--- config.mk ---
export PLATFORM = sky130hd
export DESIGN_NAME = jpd_mul
export DESIGN_NICKNAME = d
export VERILOG_FILES = /design/src/sv/jpd_pkg.sv /design/src/sv/jpd_mul.sv
export SDC_FILE = /design/constraint.sdc
export NUM_CORES = 2
export LEC_CHECK = 0
export ABC_CLOCK_PERIOD_IN_PS = 6600
export CORE_MARGIN = 5
export CORE_UTILIZATION = 57
export CTS_BUF_LIST = sky130_fd_sc_hd__clkbuf_2
export CTS_CLUSTER_DIAMETER = 40
export DETAILED_ROUTE_END_ITERATION = 16
export DONT_BUFFER_PORTS = 1
export PLACE_DENSITY_LB_ADDON = 0.3
export REMOVE_ABC_BUFFERS = 1
export SLEW_MARGIN = 20
export SYNTH_ARGS = -nofsm -noshare
export SYNTH_HDL_FRONTEND = slang
export SYNTH_SLANG_ARGS = --single-unit
--- constraint.sdc ---
create_clock -name clk_i -period 6.6 [get_ports clk_i]
set_clock_uncertainty 0.2 [all_clocks]
set_input_delay 1.65 -clock clk_i [delete_from_list [all_inputs] [get_ports clk_i]]
set_output_delay 1.65 -clock clk_i [all_outputs]
set_load 0.02 [all_outputs]
--- src/sv/jpd_pkg.sv ---
package jpd_pkg;

  // Field widths fixed by the interface
  localparam int IN_W     = 32;
  localparam int OUT_W    = 32;
  localparam int CFG_W    = 31;
  localparam int MARGIN_W = 16;
  localparam int IDX_W    = 3;
  localparam int CDATA_W  = 32;

  // Pipeline shape: multiplier depth and total latency from accept to result
  localparam int MUL_DEPTH  = 3;
  localparam int PIPE_DEPTH = 10;

  // Configuration register indexes
  typedef enum logic [IDX_W-1:0] {
    REG_STEP_TIME     = 3'd0,
    REG_INV_STEP_TIME = 3'd1,
    REG_TWO_OVER_DT2  = 3'd2,
    REG_POS_GAIN      = 3'd3,
    REG_VEL_GAIN      = 3'd4,
    REG_CLAMP_MARGIN  = 3'd5
  } jpd_reg_e;

  // Result status codes
  typedef enum logic [1:0] {
    STAT_OK       = 2'd0,
    STAT_LOW      = 2'd1,
    STAT_HIGH     = 2'd2,
    STAT_FALLBACK = 2'd3
  } jpd_status_e;

  // Register reset values
  localparam logic [CFG_W-1:0]    RST_STEP_TIME     = 31'd655;
  localparam logic [CFG_W-1:0]    RST_INV_STEP_TIME = 31'd6553600;
  localparam logic [CFG_W-1:0]    RST_TWO_OVER_DT2  = 31'd2147483647;
  localparam logic [CFG_W-1:0]    RST_POS_GAIN      = 31'd6553600;
  localparam logic [CFG_W-1:0]    RST_VEL_GAIN      = 31'd655360;
  localparam logic [MARGIN_W-1:0] RST_CLAMP_MARGIN  = 16'd66;

endpackage

--- src/sv/jpd_mul.sv ---
module jpd_mul import jpd_pkg::*; #(
  parameter int DW = 32
) (
  input  logic                 clk_i,
  input  logic signed [DW-1:0] a_i,
  input  logic signed [DW-1:0] b_i,
  output logic signed [DW-1:0] p_o
);

  // Q16.16 product, truncated toward zero, saturated to DW bits.
  // Magnitudes are split in halves so each partial product stays narrow.
  localparam int H  = (DW + 1) / 2;
  localparam int MW = 2 * H;
  localparam int PW = 4 * H;

  localparam logic [DW-1:0] SMAX = {1'b0, {(DW-1){1'b1}}};
  localparam logic [DW-1:0] SMIN = {1'b1, {(DW-1){1'b0}}};

  logic signed [DW:0] a_ext, b_ext, a_mag, b_mag;
  logic [MW-1:0]      ua_d, ub_d;
  logic [MW-1:0]      ua_q, ub_q;
  logic               neg1_q, neg2_q;
  logic [MW-1:0]      pp_hh_q, pp_hl_q, pp_lh_q, pp_ll_q;
  logic [PW-1:0]      sum, mag;
  logic [PW-1:0]      lim;
  logic [DW-1:0]      p_d;

  // Take magnitudes and the result sign
  always_comb begin
    a_ext = (DW+1)'(a_i);
    b_ext = (DW+1)'(b_i);
    a_mag = a_i[DW-1] ? -a_ext : a_ext;
    b_mag = b_i[DW-1] ? -b_ext : b_ext;
    ua_d  = MW'(a_mag[DW-1:0]);
    ub_d  = MW'(b_mag[DW-1:0]);
  end

  always_ff @(posedge clk_i) begin
    ua_q   <= ua_d;
    ub_q   <= ub_d;
    neg1_q <= a_i[DW-1] ^ b_i[DW-1];
  end

  // Form the four partial products
  always_ff @(posedge clk_i) begin
    pp_hh_q <= MW'(ua_q[MW-1:H]) * MW'(ub_q[MW-1:H]);
    pp_hl_q <= MW'(ua_q[MW-1:H]) * MW'(ub_q[H-1:0]);
    pp_lh_q <= MW'(ua_q[H-1:0])  * MW'(ub_q[MW-1:H]);
    pp_ll_q <= MW'(ua_q[H-1:0])  * MW'(ub_q[H-1:0]);
    neg2_q  <= neg1_q;
  end

  // Sum, drop the fraction bits, saturate and restore the sign
  always_comb begin
    sum = (PW'(pp_hh_q) << MW) + (PW'(pp_hl_q) << H) + (PW'(pp_lh_q) << H)
        + PW'(pp_ll_q);
    mag = sum >> 16;
    lim = PW'(1'b1) << (DW - 1);
    priority if (neg2_q && (mag >= lim)) begin
      p_d = SMIN;
    end else if (neg2_q) begin
      p_d = {DW{1'b0}} - mag[DW-1:0];
    end else if (mag >= lim) begin
      p_d = SMAX;
    end else begin
      p_d = mag[DW-1:0];
    end
  end

  always_ff @(posedge clk_i) begin
    p_o <= p_d;
  end

endmodule

-- Word level (Yosys, flattened, before mapping)
Index checks and enable logic that the tools add are counted.
- output and inout bits: 32
- word-level logic and storage cells: 28
- input port bits: 65
- flip-flop bits (word level): 226
- bitwise gates (word level): 1
- multiplexer cells: 4
- add/subtract/negate cells: 6
- $lt $le $gt $ge: 1
- reductions and logical operators: 1
- multipliers: 4
- operator list (kind ; number):
    64-bit by 48-bit adder with 64-bit output ; 2
    16-bit by 16-bit multiplier with 32-bit output ; 4
    64-bit by 32-bit adder with 64-bit output ; 1
    32-bit 2-to-1 mux ; 2
    32-bit negation ; 2
    31-bit 2-to-1 mux ; 2
    48-bit by 32-bit greater-or-equal comparator with 1-bit output, second input constant ; 1
    1-bit by 32-bit subtractor with 32-bit output, first input constant ; 1
    1-bit logical AND ; 1
    1-bit bitwise XOR ; 1

-- Longest topological paths before layout
- word-level depth: 6
- gate-level depth with buffers: 26
- mapped depth without buffers: 25

-- Worst setup path before layout
No wires, ideal clock.
- kind: register to register
- from: reg ub_q[23]
- to: reg pp_lh_q[30]
- stages on the path, launching flop included: 26
- path slack: 0.085 ns
- setup time: 0.072 ns
- data required time: 6.328 ns
- period minus slack after synthesis: 6.515 ns
- data arrival time: 6.243 ns
- path buffers: 1
- path through: dfxtp_1 clkbuf_1 nand2_1 fa_1 inv_1 fa_1 inv_1 fa_1 inv_1 fa_1 fa_1 inv_1 fa_1 inv_1 ha_1 a21o_1 a21o_1 a31o_2 a21oi_1 o21ai_0 o211ai_1 nand3_1 or4_1 a31o_2 a21oi_1 xnor2_1
- cells in the longest elaborated chain, start to end: 1
- RTL lines (item ; line ; RTL):
    from (decl) ; jpd_mul.sv:21 ; logic [MW-1:0] ua_q, ub_q;
    from (signal assigned) ; jpd_mul.sv:40 ; ub_q <= ub_d;
    16-bit by 16-bit multiplier with 32-bit output ; jpd_mul.sv:48 ; pp_lh_q <= MW'(ua_q[H-1:0]) * MW'(ub_q[MW-1:H]);
    to (signal assigned) ; jpd_mul.sv:48 ;
    to (decl) ; jpd_mul.sv:23 ; logic [MW-1:0] pp_hh_q, pp_hl_q, pp_lh_q, pp_ll_q;
Every way passes these cells.
A chain may end at the register's enable or synchronous reset.

-- Worst setup path in the final report
- from: reg ua_q[23]
- to: reg pp_hh_q[27]
- cells in the longest elaborated chain, start to end: 1
- RTL lines (item ; line ; RTL):
    from (decl) ; jpd_mul.sv:21 ;
    from (signal assigned) ; jpd_mul.sv:39 ; ua_q <= ua_d;
    16-bit by 16-bit multiplier with 32-bit output ; jpd_mul.sv:46 ; pp_hh_q <= MW'(ua_q[MW-1:H]) * MW'(ub_q[MW-1:H]);
    to (signal assigned) ; jpd_mul.sv:46 ;
    to (decl) ; jpd_mul.sv:23 ;
Every way passes these cells.

==> results_dict.tcl <==
set metrics [dict create \
    holdCritStartpoint "neg1_q" \
    path_max_fanout 23 \
    grt_max_degree 47 \
    layout-drive-gt1-share_pct 11.8 \
    vias_per_cell 5.53 \
    wl_microns 115000 \
    worst_pin_slew_ps 950 \
    cts_buffers 59 \
    drt_pre_antenna_iters 6 \
    r2r_start "ua_q[23]" \
    cts_max_path_buffers 3 \
    grt_pass1_vias 35100 \
    grt-ovfl-total 0 \
    synth.yosys.seq_area_share_pct 9.75 \
    hold_class "flop to flop" \
    grt_antenna_before_repair 12 \
    ant_nets 0 \
    grt_setup_unrepaired "true" \
    outcome "finished, final reports clean" \
    met1Wirelength_microns 48800 \
    synth.avg_cell_area_sq_um 8.93 \
    gp_congestion 0.953 \
    clk_pin_slew_ps 100 \
    num_vias 33200 \
    slew-limit-headroom_pct 36.3 \
    yosys.area.top_type_share_pct 37.5 \
    dp_hpwl_microns 95100 \
    startpoint_type "flop" \
    fp.coreArea_sq_um 74700 \
    row_count 100 \
    async_flop_share_pct 0 \
    clockRootBuffer "clkbuf_2" \
    hold_path_end "neg2_q" \
    finalSetupViolCount 0 \
    nFillCells 6220 \
    die_w_microns 285 \
    yosysUniqueCellTypes 97 \
    cts.sink_count 210 \
    syn_to_final_growth_pct 10.4 \
    synth_top_cell_by_area "fa_1" \
    r2r-end "pp_hh_q[27]" \
    synth_seq_cells 210 \
    nNetsFinal 6306 \
    synth_cells 4831 \
    cp.required_ps 7370 \
    cts_tree "yes" \
    cap_violations 0 \
    crit_start "ua_q[23]" \
    final-max-slew-violation-count 0 \
    worstSetupEndpointType "flop" \
    ys.flop_type "dfxtp_1" \
    port-buffer-count 0 \
    ff2ff_path_depth 22 \
    crit_type "flop to flop" \
    max_freq_ghz 0.154 \
    dr.first_iter.drc_count 1924 \
    synthTopCellsByArea "fa_1, ha_1, dfxtp_1" \
    finalHoldViolations 0 \
    clk_latency_ps 1050 \
    postLayoutCoreUtil_pct 63.7 \
    synth_area_sq_um 43100 \
    io_pins 97 \
    grt_pass1_wl_microns 186000 \
    grt_use_total_pct 28.5 \
    dr_wl_met3_microns 9450 \
    finalCriticalPeriod_ps 6490 \
    htree_levels 2 \
    yosysWarnings 0 \
    post-route-period-util_pct 98.3 \
    post_drt_wl_per_cell_microns 19.2 \
    top_layer "met5" \
    dieArea_sq_um 81300 \
    arrival_ps 7260 \
    min_delay_path_depth 0 \
    r2r_setup_slack_ps 110 \
    wl_met2_microns 53300 \
    initial_core_util_pct 57.7 \
    die_h_microns 285 \
    drcViolationCount 0 \
    synth_edf_count 0 \
]
==> layout by cell type (no fill, tap or decap), types with 19 or more instances in the layout <==
master    synthesis  layout
inv_1           904     895
fa_1            808     790
nand2_1         676     675
and2_1          476     472
ha_1            448     440
buf_4             1     264
dfxtp_1         210     176
xnor2_1         144     142
a21oi_1         131     119
nor2_1          114     112
clkbuf_2          0      80
o21ai_0          76      72
a21o_1           68      68
nand3_1          50      49
buf_12            0      41
xor2_1           41      40
nor3_1           33      31
nand4_1          25      25
and3_1           26      24
o21a_1           23      23
nor2b_1          22      21
o31ai_1          21      21
or3_1            22      21
dfxtp_2           0      20
o21bai_1         19      19
nand2b_1         19      19
==> synthesized netlist by cell type, types with 68 or more instances <==
cell type	n
ha_1	448
inv_1	904
nor2_1	114
a21o_1	68
o21ai_0	76
fa_1	808
xnor2_1	144
a21oi_1	131
and2_1	476
clkbuf_1	209
dfxtp_1	210
nand2_1	676
==> layout make-up <==
type,count,area (sq um),area share (%)
diodes,3,7.51,0.0158
clock buffers,80,400,0.841
clock inverters,27,233,0.489
inverters,905,3400,7.14
multi-input cells,3482,35000,73.5
flip-flops and latches,210,4280,8.99
well taps,969,1210,2.55
repair buffers,327,3110,6.53
==> per-stage QoR <==
stage,setup WS (ps),area (sq um),hold slack [ps],cells,TNS [ps]
after floorplan,-105,42200,110,4597,-177
after global placement,-152,46200,113,5871,-407
after detailed placement,-193,46200,127,5871,-794
after CTS,0.0933,46900,137,5978,0
after global routing,-102,47600,152,6003,-396
final,110,47600,142,6003,0
==> worst max-delay path by stage <==
stage,end,depth (start not counted)
4_1_cts,pp_hh_q[23],24
5_1_grt,pp_hh_q[27],24
6_report,pp_hh_q[27],22
2_1_floorplan,pp_lh_q[30],24
3_3_place_gp,pp_hh_q[29],22
3_5_place_dp,pp_hh_q[29],22
==> registers in the layout, indices dropped and copies added, names as in the netlist <==
signal	cells
pp_lh_q	32
ua_q	32
neg2_q	1
pp_hl_q	32
neg1_q	1
pp_ll_q	16
p_o	32
pp_hh_q	32
ub_q	32
==> logic make-up after synthesis <==
logic type	share of synthesized area (%)
compound gates	7.66
simple gates	17.8
mux	0.508
buf+inv	10.1
flops	9.75
xor+xnor	3.76
fa+ha+maj	50.5
==> repair_timing <==
item | 4_1_cts | 5_1_grt
hold buffers | 0 | 0
buffers inserted | 0 | 19
pin swaps | 6 | 71
cloned | 0 | 3
setup endpoints to repair | 16 | 28
resized for setup | 21 | 140
endpoints found under the hold margin | 0 | 0
==> worst max-delay path: stages, from the launching register on <==
cell and delay [ps]:
dfxtp_4 390, buf_12 170, and2_1 190, fa_1 510, inv_1 60, fa_2 470, fa_1 510, inv_1 70
fa_2 580, fa_1 430, fa_1 490, ha_4 300, and3_4 190, nand3_1 80, o211ai_1 230, buf_4 180
nor3_2 50, or3_4 420, a31oi_4 220, buf_6 130, o211ai_1 110, a21oi_1 190, xor2_1 230
==> per-layer routing <==
metal | vias to the layer above | global-route usage [%]
li1 | 15200 | -
met3 | 218 | 5.49
met2 | 1176 | 46.4
met1 | 16600 | 39.1
met5 | - | 0
met4 | 4 | 8.10
Power is not shown: default switching activity piles up to over one toggle a cycle in this logic, so the estimate is an artifact.
