File: src/sv/jpd_pkg.sv
package jpd_pkg;

  // Field widths fixed by the interface
  localparam int IN_W     = 32;
  localparam int OUT_W    = 32;
  localparam int CFG_W    = 31;
  localparam int MARGIN_W = 16;
  localparam int IDX_W    = 3;
  localparam int CDATA_W  = 32;

  // Pipeline shape: multiplier depth and total latency from accept to result
  localparam int MUL_DEPTH  = 3;
  localparam int PIPE_DEPTH = 10;

  // Configuration register indexes
  typedef enum logic [IDX_W-1:0] {
    REG_STEP_TIME     = 3'd0,
    REG_INV_STEP_TIME = 3'd1,
    REG_TWO_OVER_DT2  = 3'd2,
    REG_POS_GAIN      = 3'd3,
    REG_VEL_GAIN      = 3'd4,
    REG_CLAMP_MARGIN  = 3'd5
  } jpd_reg_e;

  // Result status codes
  typedef enum logic [1:0] {
    STAT_OK       = 2'd0,
    STAT_LOW      = 2'd1,
    STAT_HIGH     = 2'd2,
    STAT_FALLBACK = 2'd3
  } jpd_status_e;

  // Register reset values
  localparam logic [CFG_W-1:0]    RST_STEP_TIME     = 31'd655;
  localparam logic [CFG_W-1:0]    RST_INV_STEP_TIME = 31'd6553600;
  localparam logic [CFG_W-1:0]    RST_TWO_OVER_DT2  = 31'd2147483647;
  localparam logic [CFG_W-1:0]    RST_POS_GAIN      = 31'd6553600;
  localparam logic [CFG_W-1:0]    RST_VEL_GAIN      = 31'd655360;
  localparam logic [MARGIN_W-1:0] RST_CLAMP_MARGIN  = 16'd66;

endpackage

File: src/sv/jpd_clamp.sv
module jpd_clamp import jpd_pkg::*; #(
  parameter int DW = 32
) (
  input  logic                    clk_i,
  input  logic signed [DW-1:0]    cmd_i,
  input  logic signed [DW-1:0]    fallback_i,
  input  logic signed [DW-1:0]    lo_pos_i,
  input  logic signed [DW-1:0]    lo_vel_i,
  input  logic signed [DW-1:0]    hi_pos_i,
  input  logic signed [DW-1:0]    hi_vel_i,
  input  logic signed [DW-1:0]    margin_i,
  output logic signed [OUT_W-1:0] accel_command_o,
  output logic signed [OUT_W-1:0] accel_lower_o,
  output logic signed [OUT_W-1:0] accel_upper_o,
  output logic [1:0]              status_o
);

  localparam int WW = ((DW > OUT_W) ? DW : OUT_W) + 2;

  function automatic logic signed [DW-1:0] sat_w(input logic signed [WW-1:0] x);
    logic signed [WW-1:0] hi;
    logic signed [WW-1:0] lo;
    hi = {{(WW-DW+1){1'b0}}, {(DW-1){1'b1}}};
    lo = ~hi;
    if (x > hi) begin
      sat_w = hi[DW-1:0];
    end else if (x < lo) begin
      sat_w = lo[DW-1:0];
    end else begin
      sat_w = x[DW-1:0];
    end
  endfunction

  function automatic logic signed [OUT_W-1:0] sat_o(input logic signed [DW-1:0] v);
    logic signed [WW-1:0] x;
    logic signed [WW-1:0] hi;
    logic signed [WW-1:0] lo;
    x  = WW'(v);
    hi = {{(WW-OUT_W+1){1'b0}}, {(OUT_W-1){1'b1}}};
    lo = ~hi;
    if (x > hi) begin
      sat_o = hi[OUT_W-1:0];
    end else if (x < lo) begin
      sat_o = lo[OUT_W-1:0];
    end else begin
      sat_o = x[OUT_W-1:0];
    end
  endfunction

  logic signed [DW-1:0] lower_q, upper_q, cmd_q, fb_q;
  logic signed [DW-1:0] cmd_d;
  jpd_status_e          stat_d;

  // Pick the tighter bound on each side
  always_ff @(posedge clk_i) begin
    lower_q <= (lo_pos_i > lo_vel_i) ? lo_pos_i : lo_vel_i;
    upper_q <= (hi_pos_i < hi_vel_i) ? hi_pos_i : hi_vel_i;
    cmd_q   <= cmd_i;
    fb_q    <= fallback_i;
  end

  // Fall back on inverted or touching bounds, else pull a command at or past a bound inside by the margin
  always_comb begin
    priority if (lower_q >= upper_q) begin
      cmd_d  = fb_q;
      stat_d = STAT_FALLBACK;
    end else if (cmd_q <= lower_q) begin
      cmd_d  = sat_w(WW'(lower_q) + WW'(margin_i));
      stat_d = STAT_LOW;
    end else if (cmd_q >= upper_q) begin
      cmd_d  = sat_w(WW'(upper_q) - WW'(margin_i));
      stat_d = STAT_HIGH;
    end else begin
      cmd_d  = cmd_q;
      stat_d = STAT_OK;
    end
  end

  always_ff @(posedge clk_i) begin
    accel_command_o <= sat_o(cmd_d);
    accel_lower_o   <= sat_o(lower_q);
    accel_upper_o   <= sat_o(upper_q);
    status_o        <= stat_d;
  end

endmodule
File: config.mk
export PLATFORM = sky130hd
export DESIGN_NAME = jpd_clamp
export DESIGN_NICKNAME = d
export VERILOG_FILES = /design/src/sv/jpd_pkg.sv /design/src/sv/jpd_clamp.sv
export SDC_FILE = /design/constraint.sdc
export NUM_CORES = 1
export LEC_CHECK = 0
export ABC_AREA = 0
export BUFFER_PORTS_ARGS = -buffer_cell sky130_fd_sc_hd__buf_2
export CAP_MARGIN = 10
export CORE_MARGIN = 5
export CORE_UTILIZATION = 30
export DETAILED_ROUTE_END_ITERATION = 8
export GPL_ROUTABILITY_DRIVEN = 0
export PLACE_DENSITY = 0.6
export SLEW_MARGIN = 20
export SYNTH_ARGS = -nofsm -noshare
export SYNTH_HDL_FRONTEND = slang
export SYNTH_SLANG_ARGS = --single-unit
File: constraint.sdc
create_clock -name clk_i -period 2.85 [get_ports clk_i]
set_clock_uncertainty 0.1 [all_clocks]
set_input_delay 0.285 -clock clk_i [delete_from_list [all_inputs] [get_ports clk_i]]
set_output_delay 0.285 -clock clk_i [all_outputs]
set_load 0.005 [all_outputs]
; After elaboration in Yosys (flattened, before gate mapping)
; Cells that the tools add are included.
; W data, S select, Z words.
[totals]
out_inout_bits = 98
input_bits = 225
regBits = 226
word_cells = 41
[op_classes]
add_sub_neg = 2
magnitude_cmp = 15
mux = 14
reduce_logical = 1
[op_table]
columns = op, n
row1 = $mux W32, 12
row2 = $gt A32 B32 Y1 const B, 3
row3 = $lt A32 B32 Y1 const B, 3
row4 = $gt A33 B32 Y1 const B, 2
row5 = $lt A33 B32 Y1 const B, 2
row6 = $ge A32 B32 Y1, 2
row7 = $add A32 B32 Y33, 1
row8 = $sub A32 B32 Y33, 1
row9 = $gt A32 B32 Y1, 1
row10 = $le A32 B32 Y1, 1
row11 = $lt A32 B32 Y1, 1
row12 = $mux W2, 2
row13 = $reduce_or A2 Y1, 1

; Depth between registers and ports, before layout
; Gate-level depths: netlist of the first run.
[depth]
depth_word = 9
mapped_depth = 14
ltp_nobuf = 13

; Worst setup path before layout of the first run
; No wires, ideal clock.
[synth_timing]
path_type = reg-to-reg
startpoint = register upper_q[0]
endpoint = register accel_command_o[4]
path_buffers = 1
setup_time_ns = 0.069
slack_ns = -0.303
stages_incl_launch_ff = 15
required_time_ns = 2.681
synth_period_minus_slack_ns = 3.153
arrival_ns = 2.984
path_cell_list = dfxtp_1 > inv_1 > ha_1 > fa_1 > nand2b_1 > a21o_1 > a211oi_2 > a211oi_2 > o31ai_4 > a31oi_4 > o31ai_4 > buf_2 > a21oi_1 > a2bb2oi_1 > o21ai_1
[synth_via]
elab_chain_len = 9
word_cells_on_any_way = 13
classes_between = add/sub (1) / order compare (6) / mux (6)
[synth_lines]
columns = element, line_no
row1 = start: declaration, jpd_clamp.sv:50  ; logic signed [DW-1:0] lower_q, upper_q, cmd_q, fb_q;
row2 = start signal: assignment, jpd_clamp.sv:57  ; upper_q <= (hi_pos_i < hi_vel_i) ? hi_pos_i : hi_vel_i;
row3 = $sub A32 B32 Y33, jpd_clamp.sv:71  ; cmd_d = sat_w(WW'(upper_q) - WW'(margin_i));
row4 = $lt A33 B32 Y1, jpd_clamp.sv:27  ; end else if (x < lo) begin
row5 = $mux W32, jpd_clamp.sv:27
row6 = $mux W32, jpd_clamp.sv:25  ; if (x > hi) begin
row7 = $mux W32, jpd_clamp.sv:70  ; end else if (cmd_q >= upper_q) begin
row8 = $mux W32, jpd_clamp.sv:67  ; end else if (cmd_q <= lower_q) begin
row9 = $mux W32 (*), jpd_clamp.sv:64  ; priority if (lower_q >= upper_q) begin
row10 = $lt A32 B32 Y1, jpd_clamp.sv:43  ; end else if (x < lo) begin
row11 = $mux W32, jpd_clamp.sv:43
row12 = end signal: assignment, jpd_clamp.sv:80  ; accel_command_o <= sat_o(cmd_d);
row13 = end: declaration, jpd_clamp.sv:12  ; output logic signed [OUT_W-1:0] accel_command_o,
; Mark *: on every way between the ends. The rest lies on a longest branch, timed or not.
; A chain may end at the register's enable or synchronous reset.

; Worst setup path after layout of the first run
[layout_timing]
startpoint = register upper_q[0]
endpoint = register accel_command_o[16]
; The elaborated chain is that of the path after synthesis.

==> results of run 1 <==
flip-flops by register name, indices dropped and copies added (netlist names):
name	flops
accel_command_o	32
accel_lower_o	32
accel_upper_o	32
cmd_q	32
fb_q	32
lower_q	32
status_o	2
upper_q	32
kinds of logic after synthesis:
group	after synthesis	share of synthesized area
fa+ha+maj	230	0.200
mux	67	0.0532
xor+xnor	52	0.0316
flops	226	0.314
simple gates	301	0.106
compound gates	467	0.216
buf+inv	285	0.0785
metrics by stage:
step	setup TNS [ps]	hold WS (ps)	cell area [sq um]	cells	setup WS, ps
CTS	-9510	44.6	23600	3131	-389
global route	-14310	-22.1	24600	3149	-482
global placement	-31500	288	19600	2860	-757
finish	-9830	-7.48	24600	3152	-410
floorplan	-885	213	14600	1628	-112
detailed placement	-32850	289	19600	2860	-749
placed cells by master (no fill, tap or decap), types with 41 or more instances in the layout:
cell,count
mux2_2,48
buf_6,42
a21oi_1,91
nand2_1,80
o21ai_0,55
dlygate4sd3_1,188
buf_4,390
a21oi_2,48
nor2_1,59
inv_1,168
dfxtp_1,178
a21o_1,52
buf_2,320
ha_1,182
dfxtp_2,41
metal layers:
metal | up-vias | global-route usage
met5 | - | 0
met3 | 148 | 0.0394
met2 | 616 | 0.394
met1 | 7467 | 0.322
met4 | 0 | 0.0804
li1 | 7548 | -
synth_stat cells (all sizes together), types with 8 or more instances:
cell | number | area (sq um)
a211oi | 29 | 248
a21o | 52 | 390
a21oi | 149 | 746
a2bb2oi | 11 | 96.3
a31oi | 14 | 103
and3 | 9 | 61.3
buf | 21 | 139
clkbuf | 82 | 308
dfxtp | 226 | 4520
ha | 223 | 2790
inv | 182 | 683
mux2 | 63 | 709
nand2 | 84 | 315
nand2b | 13 | 81.3
nand3 | 26 | 130
nand4 | 33 | 206
nor2 | 63 | 239
nor2b | 15 | 93.8
nor3 | 24 | 148
o211ai | 15 | 123
o21a | 22 | 166
o21ai | 91 | 459
o22ai | 8 | 50.1
o31ai | 16 | 175
or2 | 8 | 52.6
xnor2 | 34 | 298
xor2 | 18 | 158
critical path, cell delays in order (launching register included):
cell	delay, ps
dfxtp_4	370
inv_4	50
ha_4	150
fa_2	340
nand2b_4	150
a21o_1	190
a211oi_2	270
a211oi_2	150
o31ai_4	250
a31oi_4	220
o31ai_4	330
buf_4	180
a21o_1	110
o21ai_2	80
a211oi_2	210
final cells by class:
| cell class | count | area share |
|---|---|---|
| multi-input cells | 1117 | 0.420 |
| well taps | 615 | 0.0312 |
| repair buffers | 958 | 0.295 |
| clock inverters | 11 | 0.00569 |
| clock buffers | 39 | 0.0330 |
| flip-flops and latches | 226 | 0.187 |
| diodes | 4 | 0.000406 |
| inverters | 182 | 0.0280 |
how the worst min path moves through the flow:
| stage | endpoint | slack (ps) | depth (start not counted) |
|---|---|---|---|
| 6_report | lower_q[0] | -7 | 2 |
| 5_1_grt | lower_q[0] | -20 | 2 |
| 4_1_cts | upper_q[0] | 40 | 3 |
| 3_5_place_dp | fb_q[22] | 290 | 1 |
| 3_3_place_gp | cmd_q[5] | 290 | 1 |
| 2_1_floorplan | cmd_q[0] | 210 | 0 |
report_power, final:
group          internal [uW]  total, uW  switching [uW]
clock network           2170       3640            1470
registers               3710       4050             335
logic                   3890       7630            3750
what timing repair did:
item                                   CTS  global route
pin swaps                               68            84
hold buffers                           190             0
gates resized for setup                183           197
endpoints found under the hold margin  127             0
cloned                                   3             4
setup endpoints to repair               34            97
buffers inserted                        32            17
==> results by group, run 1 <==
Worst setup path
  – Crit path from: upper_q[0]
  – Critical setup path kind: flop to flop
  – Critical Path Sink: accel_command_o[16]
  – Crit-path max FO: 6
  – Capturing point of the worst reg2reg path: accel_command_o[16]
  – Worst R2R Path Depth: 14
  – Worst EP required: 3220 ps
  – CP Launch Type: flop
  – Flop2flop setup slack: -410 ps
  – Launching point of the worst reg2reg path: upper_q[0]
  – Endpoint class of the critical path: flop
  – Arr. time, crit path: 3630 ps

Placement
  – HPWL after DPL: 52000 microns
  – IO buf count: 322

STA
  – Fmax: 307 MHz
  – Unrepaired setup endpoints after global routing: true
  – Tmin final: 3260 ps
  – Final period util: 1.14
  – Slew Viols, Final: 0
  – Hold Slack: -7.48 ps
  – Relative slew slack: 0.597
  – Final-report setup violation count: 34
  – Worst Tran Pin Value: 600 ps
  – Final Hold Vio Count: 1
  – Final setup margin: -410 ps

Route
  – Routed Antenna Nets: 0
  – Uppermost layer routed: met4
  – Wire per inst: 21.5 microns
  – Metal2 WL: 31100 microns
  – Vias: 15800
  – Starting DRT DRC Count: 886
  – Final WL: 67900 microns
  – DR pass1 iterations: 5
  – WL met1: 30100 microns
  – Vias per std cell: 5.01
  – DRC Markers: 0
  – Metal3 WL: 3960 microns

Cells and area
  – Final Util: 0.517
  – Fill cells: 4198
  – Multi-input gate area: 0.0103 sq mm
  – Storage cell area: 0.00460 sq mm
  – Fin nets: 2963
  – Synthesis-to-layout area growth: 71.0%
  – Layout cell share with drive strength beyond 1: 0.470

Synth
  – Post-synthesis sequential area ratio: 0.314
  – Post-synthesis average cell area: 8.84 sq um
  – Primary FF master, synth: dfxtp_1
  – Synth warnings: 0
  – Ys async rst share: 0
  – Distinct cells, synth: 84
  – Mapped Area: 0.0144 sq mm
  – Post-synth EDFFs: 0
  – Syn Inst Count: 1628
  – Syn nets: 2078
  – Register bit total from synthesis: 226

Clocking
  – H-tree depth: 1
  – Skew-Pair Late Insertion Delay: 600 ps
  – CTS Buffer Depth: 3
  – Clock buffers created by TritonCTS: 28
  – Clk sinks: 226
  – CTS tree: done
  – Clk root buf: clkbuf_16
  – Clock slew at reported path FFs: 60 ps

Global routing
  – Vias in the first global route: 16500
  – Congestion Overflow GR: 0
  – First-pass GRT wire length: 98300 microns
  – Initial antenna violation count: 3
  – Total track usage: 0.240
  – Largest net degree at the start of global routing: 33

Die
  – Ports: 323
  – Chip height: 229 microns
  – Die area: 0.0525 sq mm
  – Core Rows: 80
  – Starting density of the core: 0.302
  – Die W: 229 microns
  – Core area: 0.0476 sq mm

Power and ir drop
  – Pleak: 0.0119 uW
  – Power, Total: 15300 uW
  – Worst VDD drop: 0.404 mV
  – PwrDens: 622 mW/mm^2

Run
  – Max_cap viols: 0

Status
  – Failing checks: negative hold slack, negative setup slack
  – Outcome: complete, but fails checks

Min path
  – Worst Hold Class: input pin to flop
  – Min-delay src: lo_pos_i[0]
Power figures use the tool's default switching activity.
==> inputs of run 2 (changes only) <==
- CORE_ASPECT_RATIO: not set -> 0.5
==> results by group, run 2 (same netlist as run 1, synthesis figures left out) <==
Die
  – Core Rows: 56
  – Chip height: 165 microns
  – Die W: 320 microns
  – Core area: 0.0472 sq mm
  – Ports: 323
  – Die area: 0.0527 sq mm
  – Starting density of the core: 0.305

Clocking
  – H-tree depth: 1
  – CTS Buffer Depth: 3
  – CTS tree: done
  – Clk sinks: 226
  – Skew-Pair Late Insertion Delay: 570 ps
  – Clk root buf: clkbuf_16
  – Clock slew at reported path FFs: 70 ps
  – Clock buffers created by TritonCTS: 25

Status
  – Failing checks: negative setup slack
  – Outcome: complete, but fails checks

Cells and area
  – Most common cell after layout, fill and taps aside: buf_4
  – Multi-input gate area: 0.00987 sq mm
  – Most frequent cells in the layout: 419 x buf_4, 314 x buf_2, 192 x dfxtp_1, 190 x ha_1, 181 x dlygate4sd3_1
  – Layout Cells excl Fill: 3183
  – Fin nets: 2962
  – Synthesis-to-layout area growth: 67.9%
  – Layout cell share with drive strength beyond 1: 0.445
  – Fill cells: 4105
  – Storage cell area: 0.00458 sq mm
  – Final Util: 0.513

Placement
  – HPWL after DPL: 50900 microns
  – IO buf count: 322
  – Cell Count Post-Placement: 2900

Worst setup path
  – Arr. time, crit path: 3560 ps
  – CP peak stage delay: 380 ps
  – Worst R2R Path Depth: 13
  – Critical setup path kind: flop to flop
  – Cell chain of the critical path: buf_6 > ha_4 > nor2_2 > o311a_1 > o21a_2 > o31a_4 > nor3_4 > o31ai_4 > mux2i_4 > buf_6 > nor2_4 > a21oi_1 > a22o_1
  – CP Launch Type: flop
  – Crit path from: lower_q[2]
  – Crit-path max FO: 7
  – Endpoint class of the critical path: flop
  – Worst EP required: 3200 ps
  – Launching point of the worst reg2reg path: lower_q[2]
  – Crit path max-delay cell type: o311a_1
  – Flop2flop setup slack: -360 ps
  – Crit-path most repeated cell: buf_6

Run
  – Max_cap viols: 0

Route
  – Metal2 WL: 31400 microns
  – Vias: 16300
  – Final WL: 67700 microns
  – Vias per std cell: 5.11
  – DR pass1 iterations: 5
  – Metal3 WL: 4810 microns
  – Wire per inst: 21.3 microns
  – WL met1: 27600 microns
  – Routed Antenna Nets: 0
  – Uppermost layer routed: met5
  – DRC Markers: 0
  – Starting DRT DRC Count: 1462

STA
  – Fmax: 311 MHz
  – Final period util: 1.13
  – Unrepaired setup endpoints after global routing: true
  – Hold Slack: 20.4 ps
  – Final-report setup violation count: 37
  – Relative slew slack: 0.653
  – Tmin final: 3210 ps
  – Final Hold Vio Count: 0
  – Final setup margin: -365 ps
  – Worst Tran Pin Value: 517 ps
  – Slew Viols, Final: 0

Global routing
  – Initial antenna violation count: 16
  – First-pass GRT wire length: 94400 microns
  – Vias in the first global route: 16200
  – Largest net degree at the start of global routing: 33
  – Total track usage: 0.232
  – Congestion Overflow GR: 0

Power and ir drop
  – Worst VDD drop: 0.515 mV
  – Pleak: 0.0118 uW
  – PwrDens: 634 mW/mm^2

Min path
  – WHS Path Cells: 2
  – Min-delay src: lo_vel_i[8]
  – Worst Hold Class: input pin to flop
run 2: path summary, 6_finish.rpt:
check,endpoint
max,accel_command_o[19]
min,lower_q[8]
max reg2reg,accel_command_o[19]
min reg2reg,accel_lower_o[9]
run 2: area by class of cell:
cell class / count / share of cell area
repair buffers: 960 / 0.297
multi-input cells: 1117 / 0.408
well taps: 638 / 0.0330
flip-flops and latches: 226 / 0.190
clock buffers: 26 / 0.0264
clock inverters: 20 / 0.0156
diodes: 14 / 0.00145
inverters: 182 / 0.0284
run 2: through the flow:
| stage | instance area (sq um) | power, uW | setup TNS [ps] | setup slack [ps] |
|---|---|---|---|---|
| floorplan | 14600 | 7100 | -885 | -112 |
| global placement | 19800 | 10000 | -26240 | -694 |
| detailed placement | 19800 | 10100 | -26760 | -738 |
| CTS | 23300 | 14700 | -8280 | -340 |
| global route | 24200 | 16000 | -15000 | -473 |
| finish | 24200 | 15300 | -9830 | -365 |
run 2: repair_timing:
action,CTS,global route
hold buffers,190,0
gates cloned,0,6
pin swaps,48,54
gates resized for setup,133,139
endpoints found under the setup margin,34,98
buffers inserted,25,16
hold endpoints to repair,127,0
run 2: layer usage:
metal,vias to the layer above,track usage
met3,253,0.0333
met1,7709,0.296
li1,7558,-
met4,6,0.101
met5,-,0
met2,751,0.395
run 2: where the power goes:
group          leakage (uW)  internal (uW)  total (uW)  switching, uW
Clock              0.000494           2500        4020           1530
Combinational       0.00944           3650        7250           3600
Sequential          0.00191           3710        4060            349
Total                0.0118           9850       15300           5480
run 2: worst max-delay path, delay by kind of cell (launching register included):
family	cells	cell delay, ps
AOI/OAI and AO/OA	6	1360
muxes	1	250
adders and majority gates	1	260
buffers and inverters	2	280
DFF	1	360
and+or+nand+nor	3	480
