### src/sv/jpd_pkg.sv
package jpd_pkg;

  // Field widths fixed by the interface
  localparam int IN_W     = 32;
  localparam int OUT_W    = 32;
  localparam int CFG_W    = 31;
  localparam int MARGIN_W = 16;
  localparam int IDX_W    = 3;
  localparam int CDATA_W  = 32;

  // Pipeline shape: multiplier depth and total latency from accept to result
  localparam int MUL_DEPTH  = 3;
  localparam int PIPE_DEPTH = 10;

  // Configuration register indexes
  typedef enum logic [IDX_W-1:0] {
    REG_STEP_TIME     = 3'd0,
    REG_INV_STEP_TIME = 3'd1,
    REG_TWO_OVER_DT2  = 3'd2,
    REG_POS_GAIN      = 3'd3,
    REG_VEL_GAIN      = 3'd4,
    REG_CLAMP_MARGIN  = 3'd5
  } jpd_reg_e;

  // Result status codes
  typedef enum logic [1:0] {
    STAT_OK       = 2'd0,
    STAT_LOW      = 2'd1,
    STAT_HIGH     = 2'd2,
    STAT_FALLBACK = 2'd3
  } jpd_status_e;

  // Register reset values
  localparam logic [CFG_W-1:0]    RST_STEP_TIME     = 31'd655;
  localparam logic [CFG_W-1:0]    RST_INV_STEP_TIME = 31'd6553600;
  localparam logic [CFG_W-1:0]    RST_TWO_OVER_DT2  = 31'd2147483647;
  localparam logic [CFG_W-1:0]    RST_POS_GAIN      = 31'd6553600;
  localparam logic [CFG_W-1:0]    RST_VEL_GAIN      = 31'd655360;
  localparam logic [MARGIN_W-1:0] RST_CLAMP_MARGIN  = 16'd66;

endpackage

### src/sv/jpd_front.sv
module jpd_front import jpd_pkg::*; #(
  parameter int DW = 32
) (
  input  logic                    clk_i,
  input  logic signed [IN_W-1:0]  desired_position_i,
  input  logic signed [IN_W-1:0]  desired_velocity_i,
  input  logic signed [IN_W-1:0]  desired_acceleration_i,
  input  logic signed [IN_W-1:0]  measured_position_i,
  input  logic signed [IN_W-1:0]  measured_velocity_i,
  input  logic signed [IN_W-1:0]  position_min_i,
  input  logic signed [IN_W-1:0]  position_max_i,
  input  logic [CFG_W-1:0]        speed_limit_i,
  output logic signed [DW-1:0]    dacc_o,
  output logic signed [DW-1:0]    mvel_o,
  output logic signed [DW-1:0]    dvel_err_o,
  output logic signed [DW-1:0]    dpos_err_o,
  output logic signed [DW-1:0]    pmin_rel_o,
  output logic signed [DW-1:0]    pmax_rel_o,
  output logic signed [DW-1:0]    lovel_arg_o,
  output logic signed [DW-1:0]    hivel_arg_o
);

  localparam int WW = ((DW > IN_W) ? DW : IN_W) + 2;

  function automatic logic signed [DW-1:0] sat_w(input logic signed [WW-1:0] x);
    logic signed [WW-1:0] hi;
    logic signed [WW-1:0] lo;
    hi = {{(WW-DW+1){1'b0}}, {(DW-1){1'b1}}};
    lo = ~hi;
    if (x > hi) begin
      sat_w = hi[DW-1:0];
    end else if (x < lo) begin
      sat_w = lo[DW-1:0];
    end else begin
      sat_w = x[DW-1:0];
    end
  endfunction

  logic signed [DW-1:0] dpos, dvel, dacc, mpos, mvel, pmin, pmax, vlim, vsum;

  // Bring inputs to the working width
  always_comb begin
    dpos = sat_w(WW'(desired_position_i));
    dvel = sat_w(WW'(desired_velocity_i));
    dacc = sat_w(WW'(desired_acceleration_i));
    mpos = sat_w(WW'(measured_position_i));
    mvel = sat_w(WW'(measured_velocity_i));
    pmin = sat_w(WW'(position_min_i));
    pmax = sat_w(WW'(position_max_i));
    vlim = sat_w(WW'($signed({1'b0, speed_limit_i})));
    vsum = sat_w(WW'(vlim) + WW'(mvel));
  end

  // Register errors and the multiplier operands
  always_ff @(posedge clk_i) begin
    dacc_o      <= dacc;
    mvel_o      <= mvel;
    dvel_err_o  <= sat_w(WW'(dvel) - WW'(mvel));
    dpos_err_o  <= sat_w(WW'(dpos) - WW'(mpos));
    pmin_rel_o  <= sat_w(WW'(pmin) - WW'(mpos));
    pmax_rel_o  <= sat_w(WW'(pmax) - WW'(mpos));
    lovel_arg_o <= sat_w(-WW'(vsum));
    hivel_arg_o <= sat_w(WW'(vlim) - WW'(mvel));
  end

endmodule

### config.mk
export PLATFORM = sky130hd
export DESIGN_NAME = jpd_front
export DESIGN_NICKNAME = d
export VERILOG_FILES = /design/src/sv/jpd_pkg.sv /design/src/sv/jpd_front.sv
export SDC_FILE = /design/constraint.sdc
export NUM_CORES = 1
export LEC_CHECK = 0
export BUFFER_PORTS_ARGS = -buffer_cell sky130_fd_sc_hd__buf_2
export CORE_MARGIN = 4
export CORE_UTILIZATION = 45
export CTS_CLUSTER_SIZE = 24
export DETAILED_ROUTE_END_ITERATION = 10
export GPL_TIMING_DRIVEN = 0
export HOLD_SLACK_MARGIN = 0.1
export PLACE_DENSITY = 0.73
export SLEW_MARGIN = 0
export SYNTH_ARGS = -nofsm -noshare
export SYNTH_HDL_FRONTEND = slang
export SYNTH_SLANG_ARGS = --single-unit
### constraint.sdc
create_clock -name clk_i -period 5.4 [get_ports clk_i]
set_input_delay 0.81 -clock clk_i [delete_from_list [all_inputs] [get_ports clk_i]]
set_output_delay 0.81 -clock clk_i [all_outputs]
set_load 0.01 [all_outputs]
# Yosys cells after proc, flatten, opt, wreduce, memory -nomap -nowiden
# Index checks and enable logic that the tools add are counted.
# op_classes
n_mux,21
n_lt_le_gt_ge,28
addsub,7
# ops
cell,count
$mux 32,21
$gt 32x32->1 const B,7
$lt 32x32->1 const B,7
$gt 33x32->1 const B,6
$lt 33x32->1 const B,6
$sub 32x32->33,5
$gt 34x32->1 const B,1
$lt 34x32->1 const B,1
$neg 32->34,1
$add 32x32->33,1
# totals
in_bits,256
wordCells,64
register_bits,256
out_inout_bits,256

# Longest topological paths before layout
# Gate-level depths: netlist (run 1).
# logic_depth
depth_word,10
ltp_mapped,23
depth_no_buf,20

# Least setup slack after synthesis (run 1)
# Ideal clock, no wire load.
# synth_path
path_type,input port to flip-flop
startpoint,in measured_velocity_i[0]
endpoint,reg lovel_arg_o[28]
cell_stages,23
t_arrival_ns,5.485
t_required_ns,5.313
n_path_buf,3
setup_slack_ns,-0.172
path_cell_list,clkbuf_1 -> ha_1 -> fa_1 -> nor2b_1 -> o21ai_1 -> a21oi_1 -> or2_4 -> o211ai_2 -> and2_1 -> buf_1 -> nor2_1 -> clkbuf_1 -> a21oi_1 -> ha_1 -> nand2_1 -> nor4_1 -> nand2_1 -> a211oi_1 -> o211ai_1 -> nor4_2 -> nand3b_1 -> mux2i_1 -> o31ai_1
# synth_between
elab_chain_len,10
word_cells_on_any_way,13
classes_between,add/sub (2); order compare (6); mux (5)
# synth_rtl
item,line,text
start: declaration,jpd_front.sv:9,"input logic signed [IN_W-1:0] measured_velocity_i,"
$lt 32x32->1,jpd_front.sv:32,end else if (x < lo) begin
$mux 32,jpd_front.sv:32,
$mux 32 *,jpd_front.sv:30,if (x > hi) begin
$add 32x32->33 *,jpd_front.sv:51,vsum = sat_w(WW'(vlim) + WW'(mvel));
$lt 33x32->1,jpd_front.sv:32,
$mux 32,jpd_front.sv:32,
$mux 32 *,jpd_front.sv:30,
$neg 32->34 *,jpd_front.sv:62,lovel_arg_o <= sat_w(-WW'(vsum));
$lt 34x32->1,jpd_front.sv:32,
$mux 32,jpd_front.sv:32,
end signal: assignment,jpd_front.sv:62,
end: declaration,jpd_front.sv:19,"output logic signed [DW-1:0] lovel_arg_o,"
# Mark *: on every way between the ends. The rest lies on a longest branch, timed or not.
# A chain may end at the register's enable or synchronous reset.

# Final worst setup path (run 1)
# layout_path
startpoint,in measured_position_i[1]
endpoint,reg dpos_err_o[12]
# layout_between
elab_chain_len,6
word_cells_on_any_way,8
classes_between,add/sub (1); order compare (4); mux (3)
# layout_rtl
item,line,text
start: declaration,jpd_front.sv:8,"input logic signed [IN_W-1:0] measured_position_i,"
$lt 32x32->1,jpd_front.sv:32,
$mux 32,jpd_front.sv:32,
$mux 32 *,jpd_front.sv:30,
$sub 32x32->33 *,jpd_front.sv:59,dpos_err_o <= sat_w(WW'(dpos) - WW'(mpos));
$lt 33x32->1,jpd_front.sv:32,
$mux 32,jpd_front.sv:32,
end signal: assignment,jpd_front.sv:59,
end: declaration,jpd_front.sv:16,"output logic signed [DW-1:0] dpos_err_o,"
# Marked as above.

==> impl_metrics.ini, run 1 <==
[global_route]
grt_pass1_vias = 17900
grt_use_total = 0.282
grt_max_degree = 16
antenna_found_initial = 12
grt_first_pass_wirelength_mm = 99.9
overflow = 0

[logic_synthesis]
synth_flop_cell = dfxtp_1
synth_cell_types = 104
async_reset_ff_frac = 0
synth_seq_cells = 256
syn_nets = 2788
yosysTopAreaCellShare = 0.277
syn_inst = 2334
synth_top_area_cell = dfxtp_1
synthTopCellsByArea = dfxtp_1, ha_1, a21oi_1
synth.avg_cell_area_sq_um = 7.92
synth-edff-count = 0
yosysWarningCount = 0
syn_area_sq_um = 18500
yosysSeqAreaShare = 0.277

[job]
cap_violations = 0

[layout]
fin_area_sq_um = 22200
drive_gt1_frac = 0.189
layout.cells.non_filler = 3281
utilization = 0.551
syn_to_final_growth_pct = 19.9
layout.nets = 3178

[sta]
worstMarginPinSlew_ps = 1030
finalHoldViolations = 0
timing.final.crit_share = 0.963
finalSetupTns_ps = 0
finalMaxSlewViolations = 0
rsz0062_at_grt = false
relSlewSlack = 0.313
max_freq_mhz = 192
setup_ws_ps = 197
post-route-min-period_ps = 5200
setup-violations-final = 0

[place]
routabilityCongestion = 0.987
dp.cells = 3212
hpwl_mm = 56.9
numPortBuffers = 353
placed_area_sq_um = 20900
post-place-ws_ps = -1270

[critical_path]
crit_end = dpos_err_o[12]$_SDFF_PN1_
start_kind = primary input
worstSetupPathType = in -> reg
critical_path.max_fanout = 10
crit_path_max_incr_delay_ps = 470
crit_top_cell = o21ai_0
cp_cell_sequence = buf_2 -> inv_1 -> ha_1 -> nor2b_1 -> o21ai_0 -> a21boi_0 -> o21ai_0 -> a31oi_1 -> o211ai_1 -> a311oi_2 -> a41oi_1 -> or4b_2 -> nand4_1 -> nand2_1 -> clkbuf_1 -> a21oi_1
crit_slowest_cell = clkbuf_1
worstPathArrival_ps = 5610
worstPathRequired_ps = 5810
endpoint_kind = flip-flop
startpoint = measured_position_i[1]

[cts]
cts.clk_slew.worst_paths_ps = 60
htreeDepth = 1
cts_buffer_depth = 3
ctsHoldBuffers = 0
numCtsBuffers = 29
numClockSinks = 256
cts_tree = built
root_buffer = clkbuf_16

[pwr]
leakagePower_uw = 0.0101
vdd_drop_max_uv = 268
powerDensity_nw_per_um2 = 332

[drt]
dr.pass1.iters = 7
antenna_left = 0
wl_mm = 67.6
vias = 18500
viasPerCell = 5.63
post-route-drc-count = 0
drt_iter0_drc = 1224
routedWlPerCell_um = 20.6

[die]
num_rows = 73
die_y_um = 211
die_w_um = 211
start_util = 0.460
dieArea_sq_um = 44400
pin_count = 512
core_area_sq_um = 40200

[worst_hold_path]
hold_class = in -> reg

[run_status]
outcome = finished, final reports clean
-- state kept, by name (all words and copies together), names as in the netlist --
register     count
mvel_o          32
dpos_err_o      32
pmin_rel_o      32
pmax_rel_o      32
lovel_arg_o     32
dvel_err_o      32
dacc_o          32
hivel_arg_o     32
-- cell type report --
type	instances	area, sq um
clock buffers	34	764
inverters	149	559
multi-input cells	1674	12000
well taps	525	657
diodes	10	25.0
repair buffers	362	1830
plain buffers	252	1020
fillers	3867	18000
flip-flops and latches	256	5120
clock inverters	19	195
-- critical path: cells and delay by family --
| kind | cells | cell delay (ps) |
|---|---|---|
| AO/OA/AOI/OAI | 8 | 2400 |
| AND/OR/NAND/NOR | 4 | 1210 |
| buffers and inverters | 3 | 890 |
| adder cells (fa/ha/maj) | 1 | 310 |
-- where the power goes --
part           leakage [uW]  internal (uW)  total (uW)  switching, uW
Clock              0.000465           1130        2000            878
Sequential          0.00216           2320        2470            152
Combinational       0.00748           1120        2870           1760
-- cells in the final DEF (no fill, tap or decap), drive strengths merged, types with 17 or more instances in the layout --
cell type  instances
a21oi            239
o21ai            186
o31ai             20
maj3              29
o211ai            18
inv              154
nor2b             37
xnor2            122
xor2              49
a21o              85
o21bai            24
nand2            118
o21a              32
dfxtp            256
nand3             42
nand2b            29
nor3              43
nand4             18
clkbuf           266
a211oi            20
and3              18
a31oi             17
buf              382
ha               192
nor2             156
-- layer usage --
| metal | vias to the layer above | part of all wire | GRT usage | wire, um |
|---|---|---|---|---|
| met5 | - | 0.00010 | 0 | 7 |
| met4 | 2 | 0.046 | 0.116 | 3140 |
| met3 | 141 | 0.080 | 0.0607 | 5400 |
| met2 | 792 | 0.47 | 0.485 | 31900 |
| met1 | 8652 | 0.40 | 0.344 | 27200 |
| li1 | 8883 | - | - | - |
-- worst min path at each step --
| stage | startpoint | endpoint | cells after the start |
|---|---|---|---|
| 2_1_floorplan | desired_acceleration_i[0] | dacc_o[0]$_SDFF_PN1_ | 1 |
| 3_3_place_gp | desired_acceleration_i[7] | dacc_o[7]$_SDFF_PN1_ | 1 |
| 3_5_place_dp | desired_acceleration_i[3] | dacc_o[3]$_SDFF_PN1_ | 1 |
| 4_1_cts | desired_acceleration_i[17] | dacc_o[17]$_SDFF_PN1_ | 1 |
| 5_1_grt | desired_acceleration_i[25] | dacc_o[25]$_SDFF_PN1_ | 1 |
| 6_report | desired_acceleration_i[26] | dacc_o[26]$_SDFF_PN1_ | 1 |
-- logic make-up after synthesis --
| group | count (synthesis) | synth area share |
|---|---|---|
| AOI/OAI and AO/OA | 731 | 0.253 |
| xor gates and xnor gates | 171 | 0.0810 |
| adders and majority gates | 227 | 0.152 |
| buffers and inverters | 404 | 0.0846 |
| DFF | 256 | 0.277 |
| muxes | 6 | 0.00332 |
| and+or+nand+nor | 539 | 0.149 |
-- synthesized netlist by cell type (12+ instances only) --
master,instances
nand3_1,40
xnor2_1,122
a31oi_1,16
a21o_1,85
o21a_1,32
nand2b_1,29
dfxtp_1,256
nor2_1,155
ha_1,192
xor2_1,49
nand4_1,17
a211oi_1,19
inv_1,147
o211ai_1,16
buf_2,12
or3_1,13
and3_1,17
nor2b_1,37
nor3_1,43
nand2_1,116
maj3_1,28
o21ai_0,171
o21bai_1,24
o31ai_1,18
a21oi_1,239
clkbuf_1,234
-- repair_timing --
item | 4_1_cts | 5_1_grt
gates resized for setup | 12 | 46
endpoints found under the setup margin | 41 | 72
buffers inserted | 1 | 8
cloned | 0 | 0
pin swaps | 1 | 14
-- through the flow --
stage / total power, uW / hold WS, ps
floorplan: 4240 / 900
global placement: 5280 / 902
detailed placement: 5310 / 903
CTS: 7350 / 276
global route: 7740 / 283
finish: 7350 / 309
Power figures use the tool's default switching activity.
==> run 2, diff against run 1 <==
--- a/config.mk
+++ b/config.mk
@@ -6,6 +6,7 @@
 export NUM_CORES = 1
 export LEC_CHECK = 0
 export BUFFER_PORTS_ARGS = -buffer_cell sky130_fd_sc_hd__buf_2
+export CORE_ASPECT_RATIO = 0.9
 export CORE_MARGIN = 4
 export CORE_UTILIZATION = 45
 export CTS_CLUSTER_SIZE = 24
==> constraint.sdc (replaced) <==
create_clock -name clk_i -period 4.3 [get_ports clk_i]
set_input_delay 0.645 -clock clk_i [delete_from_list [all_inputs] [get_ports clk_i]]
set_output_delay 0.645 -clock clk_i [all_outputs]
set_load 0.01 [all_outputs]
==> impl_metrics.ini, run 2 (synthesized netlist as in run 1, its figures left out) <==
[run_status]
outcome = finished, final reports clean

[drt]
wl_mm = 70.0
drt_iter0_drc = 1517
routedWlPerCell_um = 20.9
antenna_left = 0
vias = 18800
viasPerCell = 5.61
dr.pass1.iters = 5
post-route-drc-count = 0

[pwr]
vdd_drop_max_uv = 357
powerDensity_nw_per_um2 = 401
leakagePower_uw = 0.0106
total_power_uw = 9390

[layout]
fin_area_sq_um = 23400
layout.cells.most_common = buf_2
drive_gt1_frac = 0.242
final_cell_mix = buf_2, dfxtp_1, a21oi_1
syn_to_final_growth_pct = 26.6
layout.nets = 3229
multi_input_area_sq_um = 12600
register_area_sq_um = 5120
nFillCells = 3768

[sta]
rsz0062_at_grt = true
finalHoldViolations = 0
timing.final.crit_share = 0.982
max_freq_mhz = 237
post-route-min-period_ps = 4220
setup-violations-final = 0
relSlewSlack = 0.262
finalMaxSlewViolations = 0
worstMarginPinSlew_ps = 1110

[place]
routabilityCongestion = 0.990
hpwl_mm = 56.9
placed_area_sq_um = 21100
numPortBuffers = 353

[global_route]
overflow = 0
grt_pass1_vias = 18000
grt_use_total = 0.293
antenna_found_initial = 17
grt_max_degree = 15
grt_first_pass_wirelength_mm = 104

[critical_path]
worstPathRequired_ps = 4730
worstPathArrival_ps = 4660
critical_path.max_fanout = 7
endpoint_kind = flip-flop
worstSetupPathType = in -> reg
start_kind = primary input
startpoint = measured_velocity_i[1]

[worst_hold_path]
hp-start = desired_acceleration_i[31]
hold_class = in -> reg

[cts]
cts_tree = built
numClockSinks = 256
cts_buffer_depth = 3
ctsHoldBuffers = 0
numCtsBuffers = 28
cts.clk_slew.worst_paths_ps = 70
root_buffer = clkbuf_16
htreeDepth = 1

[die]
dieArea_sq_um = 44400
core_area_sq_um = 40600
pin_count = 512
num_rows = 70
die_w_um = 222
start_util = 0.455
die_y_um = 200

[job]
cap_violations = 0
[run 2: cell count changes in the layout (fill, tap and decap cells not counted), moves of 13 or more]
cell and change:
ha_4 +13, ha_1 -16, buf_4 +73, clkbuf_1 -36
[run 2: path summary, 6_finish.rpt]
path                   endpoint  cells past startpoint
max   lovel_arg_o[8]$_SDFF_PN1_                     20
min       dacc_o[31]$_SDFF_PN0_                      1
[run 2: power by group]
group          internal (uW)  switching [uW]
clock                   1390            1040
combinational           1560            2320
sequential              2910             178
total                   5860            3530
[run 2: timing repair]
item / CTS / global route
endpoints found under the setup margin: 173 / 178
pin swaps: 33 / 21
gates resized for setup: 106 / 105
buffers inserted: 40 / 41
gates cloned: 0 / 2
[run 2: layer usage]
| metal | GRT usage | part of all wire | vias to the layer above |
|---|---|---|---|
| met4 | 0.123 | 0.042 | 10 |
| met1 | 0.400 | 0.43 | 8785 |
| met5 | 0 | 0.0010 | - |
| met3 | 0.0673 | 0.090 | 153 |
| li1 | - | - | 8962 |
| met2 | 0.448 | 0.43 | 908 |
[run 2: critical path, stage by stage]
cell and delay, ps:
buf_6 90, buf_6 110, buf_4 130, fa_2 340, nor2b_4 160, o21ai_4 220, a21oi_4 100, or2_4 270
buf_4 140, a221oi_1 920, nand4b_1 240, nand2_1 80, maj3_1 370, nand4_2 180, nor4_4 60, buf_4 190
nand2_8 90, buf_12 120, buf_12 120, o31ai_4 70
[run 2: area by class of cell]
type | instances | share of cell area
inverters | 149 | 0.0243
well taps | 540 | 0.0289
repair buffers | 436 | 0.106
plain buffers | 230 | 0.0441
multi-input cells | 1674 | 0.537
clock inverters | 13 | 0.00583
diodes | 16 | 0.00171
clock buffers | 38 | 0.0333
flip-flops and latches | 256 | 0.219
[run 2: stage by stage]
step / instances / hold WS (ps) / worst slack [ps] / utilization / TNS (ps)
after floorplan: 2334 / 735 / -613 / - / -7680
after global placement: 3227 / 738 / -1830 / 0.519 / -174930
after detailed placement: 3227 / 738 / -1900 / 0.519 / -183700
after CTS: 3308 / 135 / 3.67 / 0.561 / 0
after global routing: 3348 / 147 / -180 / 0.576 / -1450
final: 3352 / 170 / 78.9 / 0.576 / 0
==> run 3, diff against run 2 <==
--- a/config.mk
+++ b/config.mk
@@ -7,13 +7,13 @@
 export LEC_CHECK = 0
 export BUFFER_PORTS_ARGS = -buffer_cell sky130_fd_sc_hd__buf_2
 export CORE_ASPECT_RATIO = 0.9
-export CORE_MARGIN = 4
+export CORE_MARGIN = 10
 export CORE_UTILIZATION = 45
 export CTS_CLUSTER_SIZE = 24
 export DETAILED_ROUTE_END_ITERATION = 10
 export GPL_TIMING_DRIVEN = 0
 export HOLD_SLACK_MARGIN = 0.1
-export PLACE_DENSITY = 0.73
+export PLACE_DENSITY = 0.75
 export SLEW_MARGIN = 0
 export SYNTH_ARGS = -nofsm -noshare
 export SYNTH_HDL_FRONTEND = slang
==> impl_metrics.ini, run 3 (synthesized netlist as in run 1, its figures left out) <==
[cts]
numClockSinks = 256
root_buffer = clkbuf_16
ctsHoldBuffers = 0
cts_buffer_depth = 3
cts_tree = built
numCtsBuffers = 29
cts.clk_slew.worst_paths_ps = 60
htreeDepth = 1

[critical_path]
endpoint_kind = flip-flop
worstPathArrival_ps = 4740
cp_cell_sequence = buf_6 -> buf_8 -> ha_4 -> a211oi_4 -> o311ai_4 -> a221oi_4 -> o211ai_4 -> a2111o_1 -> nand3_4 -> nor2_4 -> a21oi_4 -> ha_4 -> nand2_4 -> nor4_4 -> nand2_2 -> a211oi_2 -> o211ai_1 -> nor4_4 -> buf_4 -> a31oi_2 -> o31ai_4
path_delay_family = compound AO/OA/AOI/OAI gates
cp_num_buf_inv = 3
crit_slowest_cell = a2111o_1
worstPathRequired_ps = 4750
crit_path_max_incr_delay_ps = 490
start_kind = primary input
critical_path.max_fanout = 4
worstSetupPathType = in -> reg

[run_status]
outcome = finished, final reports clean

[die]
core_area_sq_um = 40600
num_rows = 70
die_w_um = 234
die_y_um = 212
pin_count = 512
start_util = 0.455
dieArea_sq_um = 49600

[pwr]
vdd_drop_max_uv = 361
leakagePower_uw = 0.0107
powerDensity_nw_per_um2 = 407

[layout]
layout.nets = 3237
nFillCells = 3758
layout.cells.most_common = buf_2
drive_gt1_frac = 0.245
syn_to_final_growth_pct = 26.6
layout.cells.non_filler = 3351
utilization = 0.576
final_cell_mix = buf_2, dfxtp_1, a21oi_1

[drt]
drt_iter0_drc = 1551
post-route-drc-count = 0
routedWlPerCell_um = 22.3
dr.pass1.iters = 6
antenna_left = 0
viasPerCell = 5.67
vias = 19000
wl_mm = 74.6

[sta]
finalHoldViolations = 0
rsz0062_at_grt = true
setup-violations-final = 0
timing.final.crit_share = 0.997
finalMaxSlewViolations = 0
worstMarginPinSlew_ps = 882
post-route-min-period_ps = 4290
relSlewSlack = 0.408
max_freq_mhz = 233

[place]
numPortBuffers = 353
routabilityCongestion = 1.02
hpwl_mm = 61.2
dp.cells = 3227

[global_route]
grt_pass1_vias = 18500
grt_max_degree = 15
grt_first_pass_wirelength_mm = 110
overflow = 0
antenna_found_initial = 15
grt_use_total = 0.281

[worst_hold_path]
hold_class = in -> reg

[job]
cap_violations = 0
-- run 3: cell count changes in the layout (fill, tap and decap cells not counted), sizes merged --
cell,previous run,this run
clkbuf,241,251
buf,463,464
clkinvlp,6,1
inv,148,151
diode,16,6
-- run 3: worst paths after layout --
path	from	to	cells past startpoint
max	measured_velocity_i[1]	lovel_arg_o[28]$_SDFF_PN1_	21
min	desired_acceleration_i[30]	dacc_o[30]$_SDFF_PN1_	1
-- run 3: timing repair --
item                                    4_1_cts  5_1_grt
setup buffers                                51       34
endpoints found under the setup margin      173      168
pin swaps                                    39       22
gates resized for setup                     119       91
endpoints found under the hold margin         0        0
gates cloned                                  0        0
-- run 3: through the flow --
| stage | setup slack, ps | hold slack, ps | instance area [sq um] | power, uW | setup TNS (ps) |
|---|---|---|---|---|---|
| after floorplan | -613 | 735 | 18600 | 5360 | -7680 |
| after global placement | -2030 | 737 | 21100 | 6710 | -178910 |
| after detailed placement | -1980 | 738 | 21100 | 6750 | -187060 |
| after CTS | -61.4 | 155 | 22900 | 9440 | -66.1 |
| after global routing | -110 | 156 | 23400 | 10000 | -1050 |
| final | 11.3 | 183 | 23400 | 9530 | 0 |
-- run 3: metal layers --
layer	vias up	GRT usage	wire length (um)
li1	8968	-	-
met1	8989	0.364	31500
met2	891	0.455	33800
met3	125	0.0756	7310
met4	18	0.0713	1860
met5	-	0	103
-- run 3: power by group --
group / switching, uW / leakage [uW] / internal, uW
Clock: 1030 / 0.000474 / 1470
Combinational: 2390 / 0.00803 / 1570
Sequential: 171 / 0.00216 / 2910
-- run 3: layout make-up --
type,count,area (sq um),area share
Multi-Input combinational cell,1674,12600,0.537
Buffer,235,1050,0.0450
Timing Repair Buffer,438,2440,0.104
Tap cell,540,676,0.0289
Inverter,149,566,0.0242
Clock inverter,11,120,0.00513
Clock buffer,42,835,0.0357
Antenna cell,6,15.0,0.000642
Sequential cell,256,5120,0.219
